$ cat src/hdl/sha256_hash_engine_defines.svh
// Assertion macros used by the engine controller.
`ifndef SHA256_HASH_ENGINE_DEFINES_SVH
`define SHA256_HASH_ENGINE_DEFINES_SVH

// Check a consequence in the same cycle.
`define SHA_ASSERT_NOW(lbl, ante, cons, msg) \
	lbl: assert property (@(posedge clk) disable iff (!arst_n) (ante) |-> (cons)) else $error(msg);

// Check a consequence in the next cycle.
`define SHA_ASSERT_NEXT(lbl, ante, cons, msg) \
	lbl: assert property (@(posedge clk) disable iff (!arst_n) (ante) |=> (cons)) else $error(msg);

`endif

$ cat src/hdl/sha_pkg.sv
`timescale 1ns / 1ps

package sha_pkg;

	typedef enum logic [1:0] {
		BSEL_DATA = 2'd0,
		BSEL_PAD  = 2'd1,
		BSEL_ZERO = 2'd2,
		BSEL_LEN  = 2'd3
	} byte_sel_t;

	typedef struct packed {
		logic      shift_en;
		byte_sel_t byte_sel;
		logic [2:0] len_idx;
		logic      count_en;
		logic      load_work;
		logic      round_en;
		logic [5:0] round_idx;
		logic      fold;
		logic      reinit;
		logic [2:0] word_idx;
	} dp_cmd_t;

	localparam logic [7:0] PAD_BYTE = 8'h80;
	localparam logic [5:0] LEN_POS = 6'd56;
	localparam logic [5:0] LAST_POS = 6'd63;
	localparam logic [5:0] LAST_ROUND = 6'd63;
	localparam logic [2:0] LAST_WORD = 3'd7;

	localparam logic [31:0] INIT_HASH [8] = '{
		32'h6A09E667, 32'hBB67AE85, 32'h3C6EF372, 32'hA54FF53A,
		32'h510E527F, 32'h9B05688C, 32'h1F83D9AB, 32'h5BE0CD19
	};

	localparam logic [31:0] ROUND_K [64] = '{
		32'h428A2F98, 32'h71374491, 32'hB5C0FBCF, 32'hE9B5DBA5,
		32'h3956C25B, 32'h59F111F1, 32'h923F82A4, 32'hAB1C5ED5,
		32'hD807AA98, 32'h12835B01, 32'h243185BE, 32'h550C7DC3,
		32'h72BE5D74, 32'h80DEB1FE, 32'h9BDC06A7, 32'hC19BF174,
		32'hE49B69C1, 32'hEFBE4786, 32'h0FC19DC6, 32'h240CA1CC,
		32'h2DE92C6F, 32'h4A7484AA, 32'h5CB0A9DC, 32'h76F988DA,
		32'h983E5152, 32'hA831C66D, 32'hB00327C8, 32'hBF597FC7,
		32'hC6E00BF3, 32'hD5A79147, 32'h06CA6351, 32'h14292967,
		32'h27B70A85, 32'h2E1B2138, 32'h4D2C6DFC, 32'h53380D13,
		32'h650A7354, 32'h766A0ABB, 32'h81C2C92E, 32'h92722C85,
		32'hA2BFE8A1, 32'hA81A664B, 32'hC24B8B70, 32'hC76C51A3,
		32'hD192E819, 32'hD6990624, 32'hF40E3585, 32'h106AA070,
		32'h19A4C116, 32'h1E376C08, 32'h2748774C, 32'h34B0BCB5,
		32'h391C0CB3, 32'h4ED8AA4A, 32'h5B9CCA4F, 32'h682E6FF3,
		32'h748F82EE, 32'h78A5636F, 32'h84C87814, 32'h8CC70208,
		32'h90BEFFFA, 32'hA4506CEB, 32'hBEF9A3F7, 32'hC67178F2
	};

endpackage

$ cat src/hdl/sha_dp.sv
`timescale 1ns / 1ps

module sha_dp (
	input  logic             clk,
	input  logic             arst_n,
	input  sha_pkg::dp_cmd_t cmd,
	input  logic [7:0]       data_byte,
	output logic [31:0]      digest_word
);

	logic [511:0] blk_q;
	logic [31:0]  work_q [8];
	logic [31:0]  chain_q [8];
	logic [60:0]  msg_q;

	logic [63:0] len_bits;
	logic [7:0]  byte_in;
	logic [31:0] w0, w1, w9, w14, w_new;
	logic [31:0] s0, s1, big0, big1, ch, maj, t1, t2;
	logic [31:0] a, b, c, d, e, f, g, h;

	assign len_bits = {msg_q, 3'b000};

	always_comb begin
		case (cmd.byte_sel)
			sha_pkg::BSEL_DATA: byte_in = data_byte;
			sha_pkg::BSEL_PAD:  byte_in = sha_pkg::PAD_BYTE;
			sha_pkg::BSEL_LEN:  byte_in = len_bits[{~cmd.len_idx, 3'b000} +: 8];
			default:            byte_in = 8'h00;
		endcase
	end

	assign w0  = blk_q[511:480];
	assign w1  = blk_q[479:448];
	assign w9  = blk_q[223:192];
	assign w14 = blk_q[63:32];

	assign s0 = {w1[6:0], w1[31:7]} ^ {w1[17:0], w1[31:18]} ^ (w1 >> 3);
	assign s1 = {w14[16:0], w14[31:17]} ^ {w14[18:0], w14[31:19]} ^ (w14 >> 10);
	assign w_new = w0 + s0 + w9 + s1;

	assign a = work_q[0];
	assign b = work_q[1];
	assign c = work_q[2];
	assign d = work_q[3];
	assign e = work_q[4];
	assign f = work_q[5];
	assign g = work_q[6];
	assign h = work_q[7];

	assign big1 = {e[5:0], e[31:6]} ^ {e[10:0], e[31:11]} ^ {e[24:0], e[31:25]};
	assign ch   = (e & f) ^ (~e & g);
	assign t1   = h + big1 + ch + sha_pkg::ROUND_K[cmd.round_idx] + w0;
	assign big0 = {a[1:0], a[31:2]} ^ {a[12:0], a[31:13]} ^ {a[21:0], a[31:22]};
	assign maj  = (a & b) ^ (a & c) ^ (b & c);
	assign t2   = big0 + maj;

	always_ff @(posedge clk) begin
		if (cmd.shift_en) begin
			blk_q <= {blk_q[503:0], byte_in};
		end else if (cmd.round_en) begin
			blk_q <= {blk_q[479:0], w_new};
		end
	end

	always_ff @(posedge clk) begin
		if (cmd.load_work) begin
			for (int i = 0; i < 8; i++) begin
				work_q[i] <= chain_q[i];
			end
		end else if (cmd.round_en) begin
			work_q[0] <= t1 + t2;
			work_q[1] <= a;
			work_q[2] <= b;
			work_q[3] <= c;
			work_q[4] <= d + t1;
			work_q[5] <= e;
			work_q[6] <= f;
			work_q[7] <= g;
		end
	end

	always_ff @(posedge clk or negedge arst_n) begin
		if (!arst_n) begin
			for (int i = 0; i < 8; i++) begin
				chain_q[i] <= sha_pkg::INIT_HASH[i];
			end
			msg_q <= '0;
		end else begin
			if (cmd.reinit) begin
				for (int i = 0; i < 8; i++) begin
					chain_q[i] <= sha_pkg::INIT_HASH[i];
				end
				msg_q <= '0;
			end else begin
				if (cmd.fold) begin
					for (int i = 0; i < 8; i++) begin
						chain_q[i] <= chain_q[i] + work_q[i];
					end
				end
				if (cmd.count_en) begin
					msg_q <= msg_q + 61'd1;
				end
			end
		end
	end

	assign digest_word = chain_q[cmd.word_idx];

endmodule

$ cat src/hdl/sha_ctrl.sv
`timescale 1ns / 1ps
`include "sha256_hash_engine_defines.svh"

module sha_ctrl (
	input  logic             clk,
	input  logic             arst_n,
	input  logic             in_valid,
	output logic             in_stall,
	input  logic             has_byte,
	input  logic             end_of_message,
	output logic             out_valid,
	input  logic             out_stall,
	output logic [2:0]       word_index,
	output logic             last_word,
	output sha_pkg::dp_cmd_t cmd
);

	typedef enum logic [5:0] {
		S_IDLE  = 6'b000001,
		S_PAD   = 6'b000010,
		S_INIT  = 6'b000100,
		S_ROUND = 6'b001000,
		S_FOLD  = 6'b010000,
		S_OUT   = 6'b100000
	} state_t;

	state_t     state_q;
	logic [5:0] fill_q;
	logic [5:0] rnd_q;
	logic [2:0] idx_q;
	logic       first_q;
	logic       zero_tail_q;
	logic       final_q;
	logic       pad_q;
	logic       end_pend_q;

	logic in_acc;
	logic out_acc;

	assign in_acc   = in_valid && (state_q == S_IDLE);
	assign out_acc  = (state_q == S_OUT) && !out_stall;
	assign in_stall = (state_q != S_IDLE);
	assign out_valid  = (state_q == S_OUT);
	assign word_index = idx_q;
	assign last_word  = (idx_q == sha_pkg::LAST_WORD);

	always_comb begin
		cmd = '0;
		cmd.byte_sel  = sha_pkg::BSEL_DATA;
		cmd.len_idx   = fill_q[2:0];
		cmd.round_idx = rnd_q;
		cmd.word_idx  = idx_q;
		case (state_q)
			S_IDLE: begin
				cmd.shift_en = in_acc && has_byte;
				cmd.count_en = in_acc && has_byte;
			end
			S_PAD: begin
				cmd.shift_en = 1'b1;
				if (first_q) begin
					cmd.byte_sel = sha_pkg::BSEL_PAD;
				end else if (fill_q >= sha_pkg::LEN_POS && !zero_tail_q) begin
					cmd.byte_sel = sha_pkg::BSEL_LEN;
				end else begin
					cmd.byte_sel = sha_pkg::BSEL_ZERO;
				end
			end
			S_INIT:  cmd.load_work = 1'b1;
			S_ROUND: cmd.round_en = 1'b1;
			S_FOLD:  cmd.fold = 1'b1;
			S_OUT:   cmd.reinit = out_acc && (idx_q == sha_pkg::LAST_WORD);
			default: cmd = '0;
		endcase
	end

	always_ff @(posedge clk or negedge arst_n) begin
		if (!arst_n) begin
			state_q     <= S_IDLE;
			fill_q      <= '0;
			rnd_q       <= '0;
			idx_q       <= '0;
			first_q     <= 1'b0;
			zero_tail_q <= 1'b0;
			final_q     <= 1'b0;
			pad_q       <= 1'b0;
			end_pend_q  <= 1'b0;
		end else begin
			case (state_q)
				S_IDLE: begin
					if (in_acc) begin
						if (has_byte) begin
							fill_q <= fill_q + 6'd1;
						end
						if (has_byte && fill_q == sha_pkg::LAST_POS) begin
							end_pend_q <= end_of_message;
							state_q    <= S_INIT;
						end else if (end_of_message) begin
							first_q <= 1'b1;
							pad_q   <= 1'b1;
							state_q <= S_PAD;
						end
					end
				end
				S_PAD: begin
					fill_q  <= fill_q + 6'd1;
					first_q <= 1'b0;
					if (first_q && fill_q >= sha_pkg::LEN_POS) begin
						zero_tail_q <= 1'b1;
					end
					if (fill_q == sha_pkg::LAST_POS) begin
						final_q <= !first_q && !zero_tail_q;
						state_q <= S_INIT;
					end
				end
				S_INIT: begin
					rnd_q   <= '0;
					state_q <= S_ROUND;
				end
				S_ROUND: begin
					rnd_q <= rnd_q + 6'd1;
					if (rnd_q == sha_pkg::LAST_ROUND) begin
						state_q <= S_FOLD;
					end
				end
				S_FOLD: begin
					zero_tail_q <= 1'b0;
					if (pad_q) begin
						state_q <= final_q ? S_OUT : S_PAD;
					end else if (end_pend_q) begin
						end_pend_q <= 1'b0;
						first_q    <= 1'b1;
						pad_q      <= 1'b1;
						state_q    <= S_PAD;
					end else begin
						state_q <= S_IDLE;
					end
				end
				S_OUT: begin
					if (out_acc) begin
						idx_q <= idx_q + 3'd1;
						if (idx_q == sha_pkg::LAST_WORD) begin
							pad_q   <= 1'b0;
							final_q <= 1'b0;
							state_q <= S_IDLE;
						end
					end
				end
				default: state_q <= S_IDLE;
			endcase
		end
	end

	`SHA_ASSERT_NOW(a_out_empty_block, out_valid, fill_q == 6'd0 && !first_q, "digest shown with block bytes pending")
	`SHA_ASSERT_NEXT(a_round_to_fold, state_q == S_ROUND && rnd_q == sha_pkg::LAST_ROUND, state_q == S_FOLD, "rounds did not end in fold")
	`SHA_ASSERT_NEXT(a_last_word_done, out_acc && last_word, !out_valid && !pad_q, "digest did not end after last word")
	`SHA_ASSERT_NEXT(a_full_block_compress, in_acc && has_byte && fill_q == sha_pkg::LAST_POS, state_q == S_INIT, "full block not compressed")

endmodule

$ cat src/hdl/sha256_hash_engine.sv
`timescale 1ns / 1ps
// channel | signals                                   | direction
// input   | in_valid in_stall data_byte has_byte end_of_message | item in
// output  | out_valid out_stall digest_word word_index last_word | item out
// Bytes are taken back to back while idle; a block's 64th byte starts
// load, 64 rounds of the single round unit, fold into the chaining words.
// An end item pads one byte per cycle up to the block end, then compresses
// one or two blocks and shows eight digest words, one per taken item.
// in_stall is high while a block compresses, and from an end item
// until the last digest word is taken.
// Reset (arst_n low) loads the initial hash values and clears all counts.

module sha256_hash_engine (
	input  logic        clk,
	input  logic        arst_n,
	input  logic        in_valid,
	output logic        in_stall,
	input  logic [7:0]  data_byte,
	input  logic        has_byte,
	input  logic        end_of_message,
	output logic        out_valid,
	input  logic        out_stall,
	output logic [31:0] digest_word,
	output logic [2:0]  word_index,
	output logic        last_word
);

	sha_pkg::dp_cmd_t cmd;

	sha_ctrl u_ctrl (
		.clk            (clk),
		.arst_n         (arst_n),
		.in_valid       (in_valid),
		.in_stall       (in_stall),
		.has_byte       (has_byte),
		.end_of_message (end_of_message),
		.out_valid      (out_valid),
		.out_stall      (out_stall),
		.word_index     (word_index),
		.last_word      (last_word),
		.cmd            (cmd)
	);

	sha_dp u_dp (
		.clk         (clk),
		.arst_n      (arst_n),
		.cmd         (cmd),
		.data_byte   (data_byte),
		.digest_word (digest_word)
	);

endmodule

$ cat config.mk
export PLATFORM = sky130hd
export DESIGN_NAME = sha256_hash_engine
export DESIGN_NICKNAME = d
export VERILOG_FILES = /design/src/hdl/sha_pkg.sv /design/src/hdl/sha_dp.sv /design/src/hdl/sha_ctrl.sv /design/src/hdl/sha256_hash_engine.sv
export VERILOG_INCLUDE_DIRS = /design/src /design/src/hdl
export SDC_FILE = /design/constraint.sdc
export NUM_CORES = 2
export LEC_CHECK = 0
export CORE_ASPECT_RATIO = 0.9
export CORE_MARGIN = 4
export CORE_UTILIZATION = 50
export DETAILED_ROUTE_END_ITERATION = 16
export DONT_BUFFER_PORTS = 1
export RECOVER_POWER = 50
export SYNTH_ARGS = -nofsm -noshare
export SYNTH_HDL_FRONTEND = slang
export SYNTH_SLANG_ARGS = --single-unit
$ cat constraint.sdc
create_clock -name clk -period 30.6 [get_ports clk]
set_input_delay 1.53 -clock clk [delete_from_list [all_inputs] [get_ports clk]]
set_output_delay 1.53 -clock clk [all_outputs]
set_load 0.01 [all_outputs]
# After elaboration in Yosys (flattened, before gate mapping)

Memory sizes are Yosys's and may differ from the RTL's.
Index checks and enable logic that the tools add are counted.
W data, S select, Z words.

Memories kept: 2
Input port bits: 14
Memory bits (writable): 256
Word-level logic and storage cells: 202
Memory bits (read-only): 2048
Output and inout port bits: 38
Register bits: 855

Equality and inequality tests: 25
$add $sub $neg: 22
Bitwise operators: 28
Order comparisons: 3
Muxes and demuxes: 71
Reductions and logical operators: 31
Shift-type cells: 1

Memories:

| name             | depth | width | rd ports | clocked after memory_dff | wr ports | line         | source |
|---|---|---|---|---|---|---|---|
| (name not given) | 64    | 32    | 1        | 0                        | 0        | sha_dp.sv:53 | `assign t1 = h + big1 + ch + sha_pkg::ROUND_K[cmd.round_idx] + w0;` |
| u_dp.work_q      | 8     | 32    | 8        | 0                        | 8        | sha_dp.sv:12 | `logic [31:0] work_q [8];` |

Operator list:

| operator                | count |
|---|---|
| $mux W512               | 2 |
| $add A32 B32 Y32        | 18 |
| $mux W256               | 2 |
| $mux W32                | 12 |
| $xor A32 B32 Y32        | 9 |
| $and A32 B32 Y32        | 5 |
| $mux W61                | 2 |
| $bmux W32 S3            | 1 |
| $mux W6                 | 12 |
| $shiftx A64 B7 Y8       | 1 |
| $add A61 B1 Y61 const B | 1 |
| $pmux W6 S6             | 1 |
| $not A32 Y32            | 1 |
| $xor A32 B22 Y32        | 1 |
| $xor A32 B29 Y32        | 1 |
| $mux W1                 | 25 |
| $pmux W6 S2             | 2 |
| $pmux W8 S3             | 1 |
| $eq A6 B6 Y1 const B    | 3 |
| $reduce_and A6 Y1       | 3 |
| $reduce_bool A2 Y1      | 8 |
| $ne A2 B1 Y1 const B    | 7 |
| $add A6 B1 Y6 const B   | 2 |
| $ne A2 B2 Y1 const B    | 5 |
| 30 further kinds        | 56 |

# Longest topological paths before layout

Word-level depth: 11
Gate-level depth with buffers: 49
Gate-level depth less buffers: 46

# By module

A second synthesis with hierarchy kept.

Cells, all modules: 7254
Area, all modules: 76602.2 um^2

Modules (own cells, without submodules):

| module   | cells an instance | area each (um^2) | sequential area each (um^2) | instances |
|---|---|---|---|---|
| sha_dp   | 7077              | 74964.4          | 31164.9                     | 1 |
| sha_ctrl | 177               | 1637.8           | 651.9                       | 1 |

# Worst setup path before layout

No wires, ideal clock.

Path type: input to register
Start: in has_byte
End: reg u_dp.blk_q[0] (enable)
Path slack: 16.023 ns
Setup time: 3.632 ns
Arrival time: 10.945 ns
Data required time: 26.968 ns
Path buffers: 3
Stages: 6
Path through: and3_1 -> clkbuf_1 -> nor2_1 -> clkbuf_1 -> clkbuf_1 -> nand2_1

Longest elaborated chain between the ends: 3

RTL lines:

| item                                | line                     | source |
|---|---|---|
| start: declaration                  | sha256_hash_engine.sv:19 | `input logic has_byte,` |
| $logic_and A1 B1 Y1                 | sha_ctrl.sv:55           | `cmd.shift_en = in_acc && has_byte;` |
| $pmux W1 S2                         | sha_ctrl.sv:53           | `case (state_q)` |
| $reduce_bool A2 Y1 (no source line) | --                       |  |
| end signal: assignment              | sha_dp.sv:60             | `blk_q <= {blk_q[503:0], byte_in};` |
| end signal: assignment              | sha_dp.sv:62             | `blk_q <= {blk_q[479:0], w_new};` |
| end: declaration                    | sha_dp.sv:11             | `logic [511:0] blk_q;` |

No other way between the ends.
A chain may end at the register's enable or synchronous reset.

==> results.sh <==
export IMPL_drc=0
export IMPL_cts_root_buffer="clkbuf_16"
export IMPL_ys_seq_area_frac=0.413
export IMPL_crit_buf_inv=6
export IMPL_ys_flop_type="edfxtp_1"
export IMPL_placement_io_buffers=0
export IMPL_synthToLayoutAreaGrowth_pct=7.09
export IMPL_final_util=0.539
export IMPL_antenna_left=0
export IMPL_setup_worst_path_end_class="flop"
export IMPL_slew_viol_final=1475
export IMPL_hold_class="primary input to async pin"
export IMPL_timing_slew_headroom=-5.99
export IMPL_synth_enable_flop_cells=768
export IMPL_yosysTopAreaCell="edfxtp_1"
export IMPL_setup_worst_path_class="flop to flop"
export IMPL_max_freq_mhz=72.0
export IMPL_worstSetupStartpointType="flop"
export IMPL_routed_wl_mm=263
export IMPL_status="finished with violations"
export IMPL_worst_pin_slew_ps=10490
export IMPL_syn_area_um2=77000
export IMPL_cp_data_arrival_time_ps=14390
export IMPL_insertion_delay_ps=780
export IMPL_cts_resized=0
export IMPL_yosys_warnings=0
export IMPL_numCtsBuffers=132
export IMPL_rr_worst_depth=44
export IMPL_rows=136
export IMPL_setup_viol=0
export IMPL_hold_violations=0
export IMPL_clk_pin_slew_worst_paths_ps=60
export IMPL_cts_max_path_buffers=3
export IMPL_cts_sinks=1111
export IMPL_dp_hpwl_mm=190
export IMPL_cts_htree_levels=4
export IMPL_die_area_um2=160000
export IMPL_critical_path_top_delay_family="simple AND/OR/NAND/NOR gates"
export IMPL_crit_fanout=35
export IMPL_worstReg2RegStart="u_ctrl.state_q[2]"
export IMPL_grt_max_degree=344
export IMPL_use_met1=0.506
export IMPL_synth_cells=8600
export IMPL_tns_ps=0
export IMPL_cts_repair_timing_setup_buffer_count=0
export IMPL_worst_path_max_delay_cell="nand3_1"
export IMPL_busiest_layer="met1"
export IMPL_die_h_um=380
export IMPL_fin_crit_sh=0.454
export IMPL_grt_util_met2=0.428
export IMPL_route_vias_total=63400
export IMPL_fp_dieW_um=422
export IMPL_hold_buffers=0
export IMPL_vias_per_cell=6.08
export IMPL_postSynthAreaPerCell_um2=8.96
export IMPL_wl_per_cell_um=25.2
export IMPL_ys_seq_elements=1111
export IMPL_r2r_slack_ps=16720
export IMPL_grt_pass1_wl_mm=388
export IMPL_grt_ovfl_total=0
export IMPL_skew_ps=32.4
export IMPL_syn_num_nets=9204
export IMPL_r2r_end="u_dp.work_q[0][31]"
export IMPL_worstPathRequired_ps=31100
export IMPL_maxCapViolations=20
export IMPL_grt_usage=0.319
export IMPL_rsz0062_at_grt="false"
export IMPL_synth_top_cell_area_share=0.299
export IMPL_hold_slack_ps=454
export IMPL_synthTopCellsByCount="nand2_1, edfxtp_1, o21ai_0"
export IMPL_synthTopCellsByArea="edfxtp_1, nand2_1, dfrtp_1"
export IMPL_detail_route_first_pass_iterations=6
export IMPL_min_period_ps=13880
export IMPL_core_um2=153000
export IMPL_start_util=0.504
export IMPL_violations="max-capacitance violations, max-slew violations"
export IMPL_gp_routability_congestion=0.972
export IMPL_antenna_found_initial=5
export IMPL_first_global_vias=58300
export IMPL_cts_tree="built"
export IMPL_nets=8924
export IMPL_drive_above_1_share=0.0671
export IMPL_worst_path_most_repeated_cell="fa_1"
export IMPL_io_pins=52
export IMPL_use_met3=0.0840
export IMPL_synth_most_common_cell="nand2_1"
export IMPL_drtIter0Drc=7725
export IMPL_ys_types=99
export IMPL_async_flop_share=0.309
export IMPL_max_stage_delay_ps=1180
[kinds of logic after synthesis]
logic type	synth area share
simple gates	0.187
compound gates	0.146
xor+xnor	0.0703
fa+ha+maj	0.115
buf+inv	0.0418
flops	0.413
mux	0.0271
[cell type report]
class                           instances  area [um^2]
Timing Repair Buffer                   84          588
Inverter                              352         1320
Fill cell                           14100        70500
Sequential cell                      1111        31800
Clock buffer                          193         3670
Antenna cell                            3         7.51
Clock inverter                         52          552
Tap cell                             2001         2500
Multi-Input combinational cell       6639        42000
[sequential cells by signal, summed over array words and instances (netlist names)]
signal	cells
u_dp.blk_q	512
u_dp.chain_q	256
u_dp.work_q	256
u_dp.msg_q	61
u_ctrl.fill_q	6
u_ctrl.rnd_q	6
u_ctrl.state_q	6
u_ctrl.word_index	3
u_ctrl.end_pend_q	1
u_ctrl.final_q	1
u_ctrl.first_q	1
u_ctrl.pad_q	1
u_ctrl.zero_tail_q	1
[cell usage in the layout (no fill, tap or decap), drive strengths merged, types with 195 or more instances in the layout]
cell type and n:
nor2 477, clkbuf 211, nand2 2353, ha 395, fa 195, dfrtp 206
edfxtp 768, inv 362, xnor2 366, xor2 250, o21ai 600, a21oi 474
[layer usage]
layer / up-vias / routed length [um]
li1: 29100 / -
met1: 31300 / 125000
met2: 2676 / 104000
met3: 344 / 27300
met4: 0 / 6320
met5: - / 0
[through the flow]
step / cells / instance area [um^2] / setup WS, ps
2_1_floorplan: 8600 / 77000 / 16020
3_3_place_gp: 10200 / 78500 / 18110
3_5_place_dp: 10200 / 78500 / 17950
4_1_cts: 10400 / 82700 / 17910
5_1_grt: 10400 / 82500 / 15970
6_report: 10400 / 82500 / 16720
[worst register-to-register path: cells and delay by family, from the launching register on]
family	cells	cell delay, ps
AO/OA/AOI/OAI	14	3260
XOR/XNOR	2	620
adder cells (fa/ha/maj)	8	3290
buffers and inverters	6	1130
flip-flops	1	450
AND/OR/NAND/NOR	14	4880
[how the worst max path moves through the flow]
stage / from / endpoint / cells past startpoint
after floorplan: has_byte / u_dp.blk_q[0] / 6
after detailed placement: u_ctrl.state_q[2] / u_dp.work_q[0][31] / 44
after global placement: u_ctrl.state_q[2] / u_dp.work_q[0][31] / 44
after global routing: u_ctrl.state_q[2] / u_dp.work_q[0][31] / 43
after CTS: u_ctrl.state_q[2] / u_dp.work_q[0][31] / 44
final: u_ctrl.state_q[2] / u_dp.work_q[0][31] / 44
Power is not shown: default switching activity piles up to over one toggle a cycle in this logic, so the estimate is an artifact.
